[src/rtl/core/wtrm_pkg.sv]
// Shared types and constants for the windowed true-RMS meter.
`default_nettype none

package wtrm_pkg;

   // Default build values.
   localparam int SAMPLE_BITS_DEF = 12;
   localparam int MAX_WINDOW_DEF  = 1024;

   // Configuration register widths and the write port.
   localparam int CFG_COUNT_W = 11;
   localparam int CFG_FS_W    = 13;
   localparam int CFG_OFS_W   = 10;
   localparam int CSR_DATA_W  = 13;
   localparam int CSR_IDX_W   = 2;

   // Register indexes on the configuration port.
   localparam logic [CSR_IDX_W-1:0] CSR_SAMPLE_COUNT  = 2'd0;
   localparam logic [CSR_IDX_W-1:0] CSR_FULL_SCALE_MV = 2'd1;
   localparam logic [CSR_IDX_W-1:0] CSR_OFFSET_MV     = 2'd2;

   // Register values after reset.
   localparam logic [CFG_COUNT_W-1:0] SAMPLE_COUNT_RST  = 11'd300;
   localparam logic [CFG_FS_W-1:0]    FULL_SCALE_MV_RST = 13'd3300;
   localparam logic [CFG_OFS_W-1:0]   OFFSET_MV_RST     = 10'd110;

   // Millivolt scaling: full scale belongs to code 4096, so divide by a shift.
   localparam int CODE_SHIFT = 12;
   localparam int MV_W       = 13;
   localparam logic [MV_W-1:0] MV_LIMIT = 13'd6000;

   // Sequencer states.
   typedef enum logic [2:0] {
      ST_IDLE,
      ST_SQUARE,
      ST_DIVIDE,
      ST_ROOT,
      ST_SCALE,
      ST_EMIT
   } wtrm_state_type;

endpackage

`default_nettype wire

[src/rtl/core/windowed_true_rms_meter.sv]
// Windowed true-RMS meter: serial square, divide, root and millivolt scaling.
//
//   Channel  Ports                          Direction  Moves
//   req      req_valid/req_ready/req_sample  in         one ADC sample per request
//   rsp      rsp_valid/rsp_ready/rsp_*       out        one result per closed window
//   csr      csr_we/csr_index/csr_wdata      in         register write, no wait
//
// Every request passes through the bit-serial square, one multiplier bit per
// step. The request that closes a window then runs a restoring division of the
// window sum by its sample count, a square root of the quotient, and the
// millivolt scaling and output load.
// Reset is synchronous; it clears the sequencer and the window and loads the registers with their reset values.
// A result waiting on rsp does not stop new requests; only the next result
// stalls, in its output cycle, until the held one is taken.
`default_nettype none

module windowed_true_rms_meter #(
   parameter int SAMPLE_BITS = wtrm_pkg::SAMPLE_BITS_DEF,
   parameter int MAX_WINDOW  = wtrm_pkg::MAX_WINDOW_DEF
) (
   input  logic                             clock,
   input  logic                             reset,
   // Sample requests.
   input  logic                             req_valid,
   output logic                             req_ready,
   input  logic [SAMPLE_BITS-1:0]           req_sample,
   // Results.
   output logic                             rsp_valid,
   input  logic                             rsp_ready,
   output logic [2*SAMPLE_BITS-1:0]         rsp_mean_square,
   output logic [SAMPLE_BITS-1:0]           rsp_rms_code,
   output logic [wtrm_pkg::MV_W-1:0]        rsp_rms_mv,
   // Configuration writes.
   input  logic                             csr_we,
   input  logic [wtrm_pkg::CSR_IDX_W-1:0]   csr_index,
   input  logic [wtrm_pkg::CSR_DATA_W-1:0]  csr_wdata
);
   import wtrm_pkg::*;

   localparam int CNT_W   = $clog2(MAX_WINDOW + 1);
   localparam int SQ_W    = 2 * SAMPLE_BITS;
   localparam int SUM_W   = SQ_W + CNT_W;
   localparam int STEP_W  = $clog2(SUM_W);
   localparam int CMP_W   = (CNT_W > CFG_COUNT_W) ? CNT_W : CFG_COUNT_W;
   localparam int REM_W   = SAMPLE_BITS + 1;
   localparam int TRY_W   = SAMPLE_BITS + 3;
   localparam int PROD_W  = SAMPLE_BITS + CFG_FS_W;
   localparam int MVS_W   = (SAMPLE_BITS + 2 > MV_W + 1) ? SAMPLE_BITS + 2 : MV_W + 1;

   // Sequencer and configuration.
   wtrm_state_type           state_ff, state_in;
   logic [CFG_COUNT_W-1:0]   sample_count_ff;
   logic [CFG_FS_W-1:0]      full_scale_mv_ff;
   logic [CFG_OFS_W-1:0]     offset_mv_ff;
   logic [STEP_W-1:0]        step_ff;

   // Window accumulation.
   logic [SUM_W-1:0]         sum_ff;
   logic [CNT_W-1:0]         seen_ff;
   logic [SAMPLE_BITS-1:0]   mplier_ff;
   logic [SQ_W-1:0]          mcand_ff;

   // Division, root and scaling.
   logic [SUM_W-1:0]         dq_ff;
   logic [CNT_W-1:0]         div_rem_ff;
   logic [CNT_W-1:0]         divisor_ff;
   logic [SQ_W-1:0]          mean_ff;
   logic [SQ_W-1:0]          rad_ff;
   logic [REM_W-1:0]         sq_rem_ff;
   logic [SAMPLE_BITS-1:0]   root_ff;
   logic [PROD_W-1:0]        prod_ff;

   // Output register.
   logic                     rsp_valid_ff;
   logic [SQ_W-1:0]          rsp_mean_ff;
   logic [SAMPLE_BITS-1:0]   rsp_root_ff;
   logic [MV_W-1:0]          rsp_mv_ff;

   logic                     out_free;
   logic [SUM_W-1:0]         sum_in;
   logic [CNT_W-1:0]         held;
   logic [CNT_W-1:0]         window;
   logic [CMP_W-1:0]         count_ext;
   logic                     close_window;
   logic [CNT_W:0]           div_try;
   logic                     div_fits;
   logic [TRY_W-1:0]         sq_shift;
   logic [TRY_W-1:0]         sq_try;
   logic                     sq_fits;
   logic [MVS_W-1:0]         mv_sum;
   logic [MV_W-1:0]          mv_sat;

   assign out_free = !rsp_valid_ff || rsp_ready;

   // Effective window: zero acts as one, large values clamp to the maximum.
   assign count_ext = CMP_W'(sample_count_ff);
   always_comb begin
      if (sample_count_ff == '0) begin
         window = CNT_W'(1);
      end else if (count_ext > CMP_W'(MAX_WINDOW)) begin
         window = CNT_W'(MAX_WINDOW);
      end else begin
         window = CNT_W'(count_ext);
      end
   end

   // One shift-add step of the square; the last step also decides the window.
   assign sum_in       = mplier_ff[0] ? sum_ff + SUM_W'(mcand_ff) : sum_ff;
   assign held         = seen_ff + CNT_W'(1);
   assign close_window = !(held < window);

   // Restoring division step: one quotient bit per cycle.
   assign div_try  = {div_rem_ff, dq_ff[SUM_W-1]};
   assign div_fits = div_try >= {1'b0, divisor_ff};

   // Square root step: two radicand bits in, one root bit out per cycle.
   assign sq_shift = {sq_rem_ff, rad_ff[SQ_W-1 -: 2]};
   assign sq_try   = TRY_W'({root_ff, 2'b01});
   assign sq_fits  = sq_shift >= sq_try;

   // Millivolt scaling and saturation.
   assign mv_sum = MVS_W'(prod_ff >> CODE_SHIFT) + MVS_W'(offset_mv_ff);
   assign mv_sat = (mv_sum > MVS_W'(MV_LIMIT)) ? MV_LIMIT : MV_W'(mv_sum);

   // Next state.
   always_comb begin
      state_in = state_ff;
      unique case (state_ff)
         ST_IDLE: begin
            if (req_valid) state_in = ST_SQUARE;
         end
         ST_SQUARE: begin
            if (step_ff == '0) state_in = close_window ? ST_DIVIDE : ST_IDLE;
         end
         ST_DIVIDE: begin
            if (step_ff == '0) state_in = ST_ROOT;
         end
         ST_ROOT: begin
            if (step_ff == '0) state_in = ST_SCALE;
         end
         ST_SCALE: begin
            state_in = ST_EMIT;
         end
         ST_EMIT: begin
            if (out_free) state_in = ST_IDLE;
         end
         default: begin
            state_in = ST_IDLE;
         end
      endcase
   end

   // Handshake outputs.
   always_comb begin
      req_ready       = (state_ff == ST_IDLE);
      rsp_valid       = rsp_valid_ff;
      rsp_mean_square = rsp_mean_ff;
      rsp_rms_code    = rsp_root_ff;
      rsp_rms_mv      = rsp_mv_ff;
   end

   // Sequencer, configuration and window state.
   always_ff @(posedge clock) begin
      if (reset) begin
         state_ff         <= ST_IDLE;
         sample_count_ff  <= SAMPLE_COUNT_RST;
         full_scale_mv_ff <= FULL_SCALE_MV_RST;
         offset_mv_ff     <= OFFSET_MV_RST;
         sum_ff           <= '0;
         seen_ff          <= '0;
         rsp_valid_ff     <= 1'b0;
      end else begin
         state_ff <= state_in;

         // Register writes; an unused index is dropped.
         if (csr_we) begin
            unique case (csr_index)
               CSR_SAMPLE_COUNT: begin
                  sample_count_ff <= csr_wdata[CFG_COUNT_W-1:0];
               end
               CSR_FULL_SCALE_MV: begin
                  full_scale_mv_ff <= csr_wdata[CFG_FS_W-1:0];
               end
               CSR_OFFSET_MV: begin
                  offset_mv_ff <= csr_wdata[CFG_OFS_W-1:0];
               end
               default: begin
               end
            endcase
         end

         // Accumulate the square; a closing window hands its sum to the divider.
         if (state_ff == ST_SQUARE) begin
            if (step_ff != '0) begin
               sum_ff <= sum_in;
            end else if (close_window) begin
               sum_ff  <= '0;
               seen_ff <= '0;
            end else begin
               sum_ff  <= sum_in;
               seen_ff <= held;
            end
         end

         // The result register empties when taken and fills in the output cycle.
         if (state_ff == ST_EMIT && out_free) begin
            rsp_valid_ff <= 1'b1;
         end else if (rsp_ready) begin
            rsp_valid_ff <= 1'b0;
         end
      end
   end

   // Serial datapath.
   always_ff @(posedge clock) begin
      unique case (state_ff)
         ST_IDLE: begin
            mplier_ff <= req_sample;
            mcand_ff  <= SQ_W'(req_sample);
            step_ff   <= STEP_W'(SAMPLE_BITS - 1);
         end
         ST_SQUARE: begin
            mplier_ff  <= mplier_ff >> 1;
            mcand_ff   <= mcand_ff << 1;
            dq_ff      <= sum_in;
            divisor_ff <= held;
            div_rem_ff <= '0;
            if (step_ff == '0) begin
               step_ff <= STEP_W'(SUM_W - 1);
            end else begin
               step_ff <= step_ff - STEP_W'(1);
            end
         end
         ST_DIVIDE: begin
            dq_ff      <= {dq_ff[SUM_W-2:0], div_fits};
            div_rem_ff <= div_fits ? CNT_W'(div_try - {1'b0, divisor_ff})
                                   : CNT_W'(div_try);
            sq_rem_ff  <= '0;
            root_ff    <= '0;
            if (step_ff == '0) begin
               rad_ff  <= {dq_ff[SQ_W-2:0], div_fits};
               mean_ff <= {dq_ff[SQ_W-2:0], div_fits};
               step_ff <= STEP_W'(SAMPLE_BITS - 1);
            end else begin
               step_ff <= step_ff - STEP_W'(1);
            end
         end
         ST_ROOT: begin
            rad_ff    <= rad_ff << 2;
            sq_rem_ff <= sq_fits ? REM_W'(sq_shift - sq_try) : REM_W'(sq_shift);
            root_ff   <= {root_ff[SAMPLE_BITS-2:0], sq_fits};
            step_ff   <= step_ff - STEP_W'(1);
         end
         ST_SCALE: begin
            prod_ff <= PROD_W'(root_ff) * PROD_W'(full_scale_mv_ff);
         end
         ST_EMIT: begin
            if (out_free) begin
               rsp_mean_ff <= mean_ff;
               rsp_root_ff <= root_ff;
               rsp_mv_ff   <= mv_sat;
            end
         end
         default: begin
            step_ff <= '0;
         end
      endcase
   end

endmodule

`default_nettype wire

[config.mk]
export PLATFORM = sky130hd
export DESIGN_NAME = windowed_true_rms_meter
export DESIGN_NICKNAME = d
export VERILOG_FILES = /design/src/rtl/core/wtrm_pkg.sv /design/src/rtl/core/windowed_true_rms_meter.sv
export SDC_FILE = /design/constraint.sdc
export NUM_CORES = 1
export LEC_CHECK = 0
export BUFFER_PORTS_ARGS = -buffer_cell sky130_fd_sc_hd__buf_2
export CORE_MARGIN = 2
export CORE_UTILIZATION = 26
export CTS_BUF_LIST = sky130_fd_sc_hd__clkbuf_8 sky130_fd_sc_hd__clkbuf_16
export CTS_CLUSTER_SIZE = 40
export DETAILED_ROUTE_END_ITERATION = 7
export GPL_ROUTABILITY_DRIVEN = 0
export PLACE_DENSITY = 0.46
export SYNTH_ARGS = -nofsm -noshare
export SYNTH_HDL_FRONTEND = slang
export SYNTH_SLANG_ARGS = --single-unit
export TNS_END_PERCENT = 50
[constraint.sdc]
create_clock -name clock -period 15.8 [get_ports clock]
set_input_delay 4.74 -clock clock [delete_from_list [all_inputs] [get_ports clock]]
set_output_delay 4.74 -clock clock [all_outputs]
set_load 0.05 [all_outputs]
Word level (Yosys, flattened, before mapping)
Index checks and enable logic that the tools add are counted.

word-level totals
  register bits after elaboration = 330
  output and inout port bits = 51
  word-level logic and storage cells = 95

cells by class
  add/subtract/negate cells = 6
  $mul = 1
  $lt $le $gt $ge = 5
  equality and inequality tests = 12
  multiplexer cells = 28
  bitwise operators = 1
  reduce and logical (&&, ||, !) cells = 21

operator list
  kind                                                  number
  2-to-1 mux 35 bit                                     3
  case mux 24 bit (2 select lines)                      2
  case mux 35 bit (2 select lines)                      1
  case mux 12 bit (2 select lines)                      2
  2-to-1 mux 11 bit                                     4
  adder 35 x 24 -> 35 bit                               1
  case mux 6 bit (5 select lines)                       1
  case mux 13 bit (2 select lines)                      1
  multiplier 12 x 13 -> 25 bit                          1
  2-to-1 mux 24 bit                                     1
  case mux 11 bit (2 select lines)                      1
  case mux 3 bit (6 select lines)                       1
  >= comparator 15 x 14 -> 1 bit                        1
  2-to-1 mux 3 bit                                      5
  adder 13 x 10 -> 14 bit                               1
  > comparator 14 x 13 -> 1 bit, second input constant  1
  AND reduction 2 bit                                   7
  2-to-1 mux 13 bit                                     1
  subtractor 13 bit                                     1
  >= comparator 12 x 11 -> 1 bit                        1
  2-to-1 mux 6 bit                                      2
  adder 11 x 1 -> 11 bit, second input constant         1
  > comparator 11 bit, second input constant            1
  zero test 11 bit                                      1
  22 further kinds                                      32

Longest topological paths before layout
Gate-level depths: netlist (run 1).

  word-level depth = 7
  gate-level depth with buffers = 22
  gate-level depth less buffers = 21

Worst setup path before layout (run 1)
OpenSTA, ideal clock, no wires.

  kind = input to register
  start point = input port rsp_ready
  end point = register rsp_mean_ff[0] (netlist: rsp_mean_square[0]) (enable)
  setup time = 0.461 ns
  arrival = 7.094 ns
  path slack = 8.245 ns
  cell stages on the path = 2
  path buffers = 0
  cell sequence = nand2b_1 -> nor2b_1

on the way
  word-level cells in the longest chain between the ends = 2

RTL lines
  element                               line                            source
  from (decl)                           windowed_true_rms_meter.sv:29   input logic rsp_ready,
  logical OR 1 bit                      windowed_true_rms_meter.sv:93   assign out_free = !rsp_valid_ff || rsp_ready;
  AND reduction 2 bit (no source line)  -
  to (signal assigned)                  windowed_true_rms_meter.sv:259  rsp_mean_ff <= mean_ff;
  to (decl)                             windowed_true_rms_meter.sv:75   logic [SQ_W-1:0] rsp_mean_ff;

Every way passes these cells.
A chain may end at the register's enable or synchronous reset.

Final worst setup path (run 1)
  start point = register state_ff[1]
  end point = output port req_ready

on the way
  word-level cells in the longest chain between the ends = 1

RTL lines
  element                 line                            source
  from (decl)             windowed_true_rms_meter.sv:51   wtrm_state_type state_ff, state_in;
  from (signal assigned)  windowed_true_rms_meter.sv:173  state_ff <= state_in;
  zero test 3 bit         windowed_true_rms_meter.sv:155  req_ready = (state_ff == ST_IDLE);
  to (decl)               windowed_true_rms_meter.sv:25   output logic req_ready,

Every way passes these cells.

==> reports/qor.csv, run 1 <==
stage,metric,value,unit
outcome,status,finished clean,
cells_and_area,drive_gt1_share,9.14,%
sta,fin_skew,0.0424,ns
sta,min_period_over_period,40.8,%
worst_setup_path,timing.rr.end,prod_ff[24],
sta,setup_viol,0,
sta,tightestPinTransition,1.27,ns
detailed_routing,wl,49.9,mm
detailed_routing,drt-pass1-iter-count,5,
sta,slew_violations,0,
global_route,antenna_found_initial,0,
sta,fin_ws,9.35,ns
global_route,grt_use_total,12.4,%
worst_setup_path,crit_chain,"nor3_1, buf_2",
floorplanning,top_level_ports,83,
synth,yosysUniqueCellTypes,78,
clocking,cts_tree,done,
placed_design,placed_cells,3097,
cells_and_area,final_common_cell,nand2_1,
global_route,grt_pass1_vias,14500,
floorplanning,die_x,283,microns
worst_setup_path,reg2reg_slack,9.61,ns
detailed_routing,drtIter0Drc,856,
clocking,htreeDepth,2,
synth,syn-num-nets,2322,
clocking,insertion_delay,0.59,ns
detailed_routing,ant_nets,0,
detailed_routing,wl_per_cell,15.7,microns
cells_and_area,area_growth,14.1,%
worst_setup_path,worstSetupStartpoint,state_ff[1],
synth,synthesis.area,20300,sq um
clocking,clockBufferDepth,3,
min_path,hold_path_class,flip-flop to flip-flop,
min_path,holdPathStages,0,
clocking,cts.sinks,318,
pwr,peakVddDrop,79.9,uV
cells_and_area,fin_cells,3173,
synth,synth-async-reset-ratio,0,%
synth,ys_warn_count,0,
clocking,path_clk_slew,0.06,ns
floorplanning,num_rows,102,
clocking,cts_hold_buf,0,
global_route,grt_max_degree,50,
sta,fmax,155,MHz
sta,rsz0062_at_grt,no,
placed_design,hpwl,35.7,mm
sta,finalSetupTns,0,ns
worst_setup_path,path_delay_family,flip-flops,
detailed_routing,drc_errors,0,
clocking,postCtsResizedCells,0,
worst_setup_path,r2r-start,root_ff[5],
pwr,p_per_area,119,nW/um^2
min_path,hp-start,mean_ff[23],
cells_and_area,fin_util,29.9,%
cells_and_area,mostFrequentLayoutCells,"nand2_1, edfxtp_1, inv_1, ha_1, nor2_1",
synth,syn_inst,2047,
synth,synth_seq_cells,318,
clocking,cts_buffers,41,
worst_setup_path,worst-path-buf-inv,1,
worst_setup_path,reg2reg_depth,19,
sta,hold_viol_final,0,
cells_and_area,layout.nets,2375,
detailed_routing,vias_per_cell,4.55,
synth,syn_area_per_cell,9.91,sq um
sta,fin_crit,6.45,ns
synth,synth_seq_area_share,42.9,%
floorplanning,die_area,80300,sq um
global_route,grt_overflow_total,0,
job,max_cap_violations,0,
cells_and_area,num_antenna_cells,0,
clocking,cts_root_buf,clkbuf_16,
detailed_routing,vias,14400,
sta,relSlewSlack,15.2,%
worst_setup_path,cp.arrival,1.71,ns
global_route,grt_pass1_wl,80.3,mm
pwr,leakagePower,10.1,nW
worst_setup_path,cp-end-kind,output port,
worst_setup_path,slowest_stage,dfxtp_1,
placed_design,place_ws,8.74,ns
synth,synthFlopType,edfxtp_1,
min_path,worstHoldEndpoint,rsp_mean_square[23],
worst_setup_path,worstPathRequired,11.06,ns
worst_setup_path,critical_path_class,flip-flop to output port,
clocking,postCtsSetupBuffers,0,
floorplanning,core_area,77300,sq um
floorplanning,die_y,283,microns
worst_setup_path,critPathMaxFanout,16,
placed_design,io_buffers,82,
worst_setup_path,cp-start-kind,flip-flop,
floorplanning,start_util,26.2,%
synth,synth-edff-count,234,
worst_setup_path,cp_slowest_stage_delay,0.50,ns
## sequential cells by signal, summed over array words and instances, names as in the netlist, 12 cells and up
register and flops:
dq_ff 35, root_ff 12, mean_ff 24, mplier_ff 12, rsp_rms_mv 13, rad_ff 24
rsp_mean_square 24, full_scale_mv_ff 13, prod_ff 13, sq_rem_ff 13, mcand_ff 24, rsp_rms_code 12
sum_ff 35
## Yosys cell counts (all sizes together), types with 39 or more instances
library cell | instances | area share, %
edfxtp | 234 | 35
nor2 | 132 | 2.5
fa | 112 | 11
a21oi | 105 | 2.6
and2 | 59 | 1.8
xnor2 | 44 | 1.9
o21ai | 72 | 1.8
inv | 203 | 3.8
nand3 | 39 | 0.96
dfxtp | 84 | 8.3
clkbuf | 71 | 1.3
ha | 131 | 8.1
nand2 | 392 | 7.3
a21o | 41 | 1.5
## worst max-delay path by stage
| stage | end | cells past startpoint |
|---|---|---|
| after global placement | sum_ff[33] | 8 |
| after detailed placement | sum_ff[29] | 8 |
| after floorplan | rsp_mean_square[0] | 2 |
| final | req_ready | 2 |
| after CTS | req_ready | 2 |
| after global routing | sum_ff[25] | 8 |
## worst register-to-register path: stages, from the launching register on
cell and delay, ns:
edfxtp_1 0.83, nand2_1 0.18, fa_1 0.54, fa_1 0.53, inv_1 0.05, fa_1 0.48
fa_1 0.55, inv_1 0.05, fa_1 0.53, inv_1 0.04, ha_1 0.31, nand3_1 0.09
a21oi_1 0.05, a221oi_2 0.50, nor2_1 0.21, o2111ai_2 0.27, a31oi_2 0.17, a211o_1 0.32
a21oi_2 0.15, xnor2_1 0.08
## layer usage
metal  vias up  wire length (microns)  global-route usage, %
met4         0                   1060                   3.65
met5         -                      0                      0
met1      7128                  24700                   17.5
met2       202                  22400                   19.8
met3        58                   1730                   1.72
li1       7060                      -                      -
## cell families (layout without fill, tap and decap cells)
logic type               Yosys count  after routing  synth area share [%]
AO/OA/AOI/OAI                    330            330                  10.8
adder cells (fa/ha/maj)          243            243                  19.1
XOR/XNOR                          76             76                  3.28
multiplexers                      35             35                  1.74
flip-flops                       318            318                  42.9
AND/OR/NAND/NOR                  755            755                  16.7
buffers and inverters            290            376                  5.45
## cell type report
type / instances / area (sq um)
Multi-Input combinational cell: 1439 / 10500
Sequential cell: 318 / 8710
Timing Repair Buffer: 97 / 523
Clock inverter: 29 / 208
Clock buffer: 47 / 1140
Tap cell: 1040 / 1300
Fill cell: 8131 / 54200
Inverter: 203 / 762
## power breakdown
| part | switching, W | internal (W) | total [W] |
|---|---|---|---|
| clock | 0.000388 | 0.000552 | 0.000940 |
| sequential | 0.0000201 | 0.000961 | 0.000981 |
| combinational | 0.000467 | 0.000356 | 0.000822 |
## metrics by stage
step / hold slack (ns) / cell area, sq um / total power [W]
6_report: 0.415 / 23200 / 0.00274
5_1_grt: 0.430 / 23200 / 0.00296
4_1_cts: 0.412 / 23200 / 0.00280
3_5_place_dp: 0.408 / 21800 / 0.00183
3_3_place_gp: 0.408 / 21800 / 0.00182
2_1_floorplan: 0.400 / 20300 / 0.00164
Power figures use the tool's default switching activity.
==> run 2: changes to the inputs <==
--- a/config.mk
+++ b/config.mk
@@ -12,7 +12,7 @@
 export CTS_CLUSTER_SIZE = 40
 export DETAILED_ROUTE_END_ITERATION = 7
 export GPL_ROUTABILITY_DRIVEN = 0
-export PLACE_DENSITY = 0.46
+export PLACE_DENSITY = 0.48
 export SYNTH_ARGS = -nofsm -noshare
 export SYNTH_HDL_FRONTEND = slang
 export SYNTH_SLANG_ARGS = --single-unit
==> constraint.sdc (replaced) <==
create_clock -name clock -period 5.4 [get_ports clock]
set_input_delay 1.62 -clock clock [delete_from_list [all_inputs] [get_ports clock]]
set_output_delay 1.62 -clock clock [all_outputs]
set_load 0.05 [all_outputs]
==> run 2 against run 1 <==
Compared with the run above:
- sequential share of layout area fell by 1.4 points
- clock skew rose by 0.0058 ns
- hold slack better by 0.0014 ns
- final cell count rose by 2.4%
- die area did not move
==> reports/qor.csv, run 2 (synthesis gave the netlist of run 1 again) <==
stage,metric,value,unit,change
outcome,status,finished clean,,unchanged
floorplanning,start_util,26.2,%,unchanged
detailed_routing,wl_per_cell,15.7,microns,about the same
worst_setup_path,worstPathRequired,5.72,ns,was 11.06 ns
pwr,leakagePower,10.4,nW,was 10.1 nW
cells_and_area,nFillCells,8050,,was 8131
detailed_routing,vias_per_cell,4.49,,was 4.55
sta,fmax,186,MHz,
sta,hold_viol_final,0,,unchanged
detailed_routing,vias,14600,,was 14400
pwr,peakVddDrop,368,uV,was 79.9 uV
clocking,cts.sinks,318,,unchanged
worst_setup_path,reg2reg_slack,0.04,ns,was 9.61 ns
worst_setup_path,timing.rr.end,prod_ff[24],,unchanged
global_route,antenna_found_initial,2,,was 0
min_path,hp-start,mean_ff[1],,was mean_ff[23]
clocking,insertion_delay,0.59,ns,about the same
min_path,holdPathStages,0,,unchanged
worst_setup_path,cp.arrival,5.69,ns,was 1.71 ns
sta,fin_crit,5.36,ns,
cells_and_area,largestRegisters,"dq_ff: 35 flops, sum_ff: 35 flops",,unchanged
worst_setup_path,critical_path_class,flip-flop to flip-flop,,was flip-flop to output port
detailed_routing,drc_errors,0,,unchanged
placed_design,placed_cells,3156,,was 3097
min_path,worstHoldEndpoint,rsp_mean_square[1],,was rsp_mean_square[23]
detailed_routing,drt-pass1-iter-count,6,,was 5
sta,finalSetupTns,0,ns,unchanged
detailed_routing,ant_nets,0,,unchanged
placed_design,hpwl,37.6,mm,was 35.7 mm
clocking,path_clk_slew,0.06,ns,about the same
worst_setup_path,cp-start-kind,flip-flop,,unchanged
cells_and_area,fin_util,31.1,%,was 29.9%
cells_and_area,fin_cells,3248,,was 3173
placed_design,postPlaceCellArea,22300,sq um,was 21800 sq um
clocking,htreeDepth,2,,unchanged
sta,fin_skew,0.0482,ns,was 0.0424 ns
clocking,cts_root_buf,clkbuf_16,,unchanged
sta,min_period_over_period,99.3,%,
floorplanning,die_y,283,microns,unchanged
job,max_cap_violations,0,,unchanged
floorplanning,core_area,77300,sq um,unchanged
cells_and_area,multi_input_area,10800,sq um,was 10500 sq um
min_path,hold_path_class,flip-flop to flip-flop,,unchanged
detailed_routing,drtIter0Drc,769,,was 856
global_route,grt_pass1_vias,15100,,was 14500
global_route,grt_overflow_total,0,,unchanged
floorplanning,die_x,283,microns,unchanged
worst_setup_path,reg2reg_depth,20,,was 19
cells_and_area,final_cell_area,24100,sq um,was 23200 sq um
global_route,grt_max_degree,50,,unchanged
worst_setup_path,critPathMaxFanout,5,,was 16
worst_setup_path,cp-end-kind,flip-flop,,was output port
global_route,grt_pass1_wl,83.4,mm,was 80.3 mm
placed_design,io_buffers,82,,unchanged
sta,setup_viol,0,,unchanged
cells_and_area,mostFrequentLayoutCells,"nand2_1, edfxtp_1, inv_1, nor2_1, ha_1",,"was nand2_1, edfxtp_1, inv_1, ha_1, nor2_1"
sta,slew_violations,0,,unchanged
floorplanning,top_level_ports,83,,unchanged
global_route,grt_use_total,12.9,%,was 12.4%
cells_and_area,seqCellArea,8710,sq um,about the same
cells_and_area,layout.nets,2453,,was 2375
sta,relSlewSlack,17.8,%,was 15.2%
floorplanning,num_rows,102,,unchanged
worst_setup_path,r2r-start,root_ff[3],,was root_ff[5]
detailed_routing,wl,50.9,mm,was 49.9 mm
clocking,clockBufferDepth,3,,unchanged
cells_and_area,final_common_cell,nand2_1,,unchanged
cells_and_area,drive_gt1_share,14.8,%,was 9.14%
clocking,cts_tree,done,,unchanged
cells_and_area,area_growth,18.6,%,was 14.1%
floorplanning,die_area,80300,sq um,unchanged
sta,rsz0062_at_grt,yes,,was no
sta,tightestPinTransition,1.23,ns,was 1.27 ns
clocking,cts_buffers,40,,was 41
pwr,p_per_area,364,nW/um^2,was 119 nW/um^2
## run 2: cell types whose count changed in the layout (fill, tap and decap cells not counted), sizes merged
cell,delta
inv,+2
bufinv,+1
clkbuf,-4
diode,+1
buf,+79
clkinv,-4
## run 2: routing by layer
metal	global-route usage, %	vias up	routed length (microns)	share of wire [%]
li1	-	7200	-	-
met5	0	-	0	0
met2	20.4	267	22900	45
met1	18.0	7048	24800	49
met4	3.81	0	1250	2.4
met3	2.10	70	1920	3.8
## run 2: through the flow
stage / worst slack (ns) / total power, W / hold slack, ns
floorplan: 0.00827 / 0.00479 / 0.400
global placement: -0.181 / 0.00562 / 0.408
detailed placement: -0.298 / 0.00563 / 0.405
CTS: -0.00274 / 0.00876 / 0.418
global route: -0.131 / 0.00937 / 0.421
finish: 0.0355 / 0.00876 / 0.417
## run 2: final cells by class
type / instances / share of cell area (%)
Antenna cell: 1 / 0.0104
Clock buffer: 43 / 4.38
Clock inverter: 28 / 1.07
Inverter: 203 / 3.18
Multi-Input combinational cell: 1439 / 44.8
Sequential cell: 318 / 36.2
Tap cell: 1040 / 5.41
Timing Repair Buffer: 176 / 4.91
## run 2: critical path: stages (launching register included)
cell and delay [ns]:
edfxtp_1 0.43, buf_6 0.15, nand2_2 0.06, fa_1 0.56
fa_1 0.44, fa_1 0.51, inv_2 0.04, fa_1 0.51
inv_2 0.04, fa_1 0.51, inv_2 0.05, ha_4 0.21
a21o_1 0.16, a221oi_2 0.27, buf_4 0.18, nor2_4 0.04
o2111ai_4 0.24, a31oi_4 0.14, a211o_1 0.31, a21oi_2 0.16
xnor2_1 0.08
## run 2: worst max path at each step
stage	start	to	slack, ns	depth (start not counted)
2_1_floorplan	root_ff[10]	prod_ff[24]	0.008	20
3_3_place_gp	root_ff[5]	prod_ff[24]	-0.18	19
3_5_place_dp	root_ff[5]	prod_ff[24]	-0.30	19
4_1_cts	root_ff[4]	prod_ff[24]	-0.003	19
5_1_grt	root_ff[5]	prod_ff[24]	-0.13	21
6_report	root_ff[3]	prod_ff[24]	0.04	20
## run 2: repair_timing
item	CTS	global route
hold buffers	0	0
setup endpoints to repair	5	7
endpoints found under the hold margin	0	0
buffers inserted	19	4
gates resized for setup	54	23
pin swaps	57	30
## run 2: where the power goes
group	total [W]	switching, W	internal (W)
Combinational	0.00323	0.00168	0.00155
Sequential	0.00285	0.0000435	0.00281
Clock	0.00268	0.00112	0.00156
Total	0.00876	0.00284	0.00592
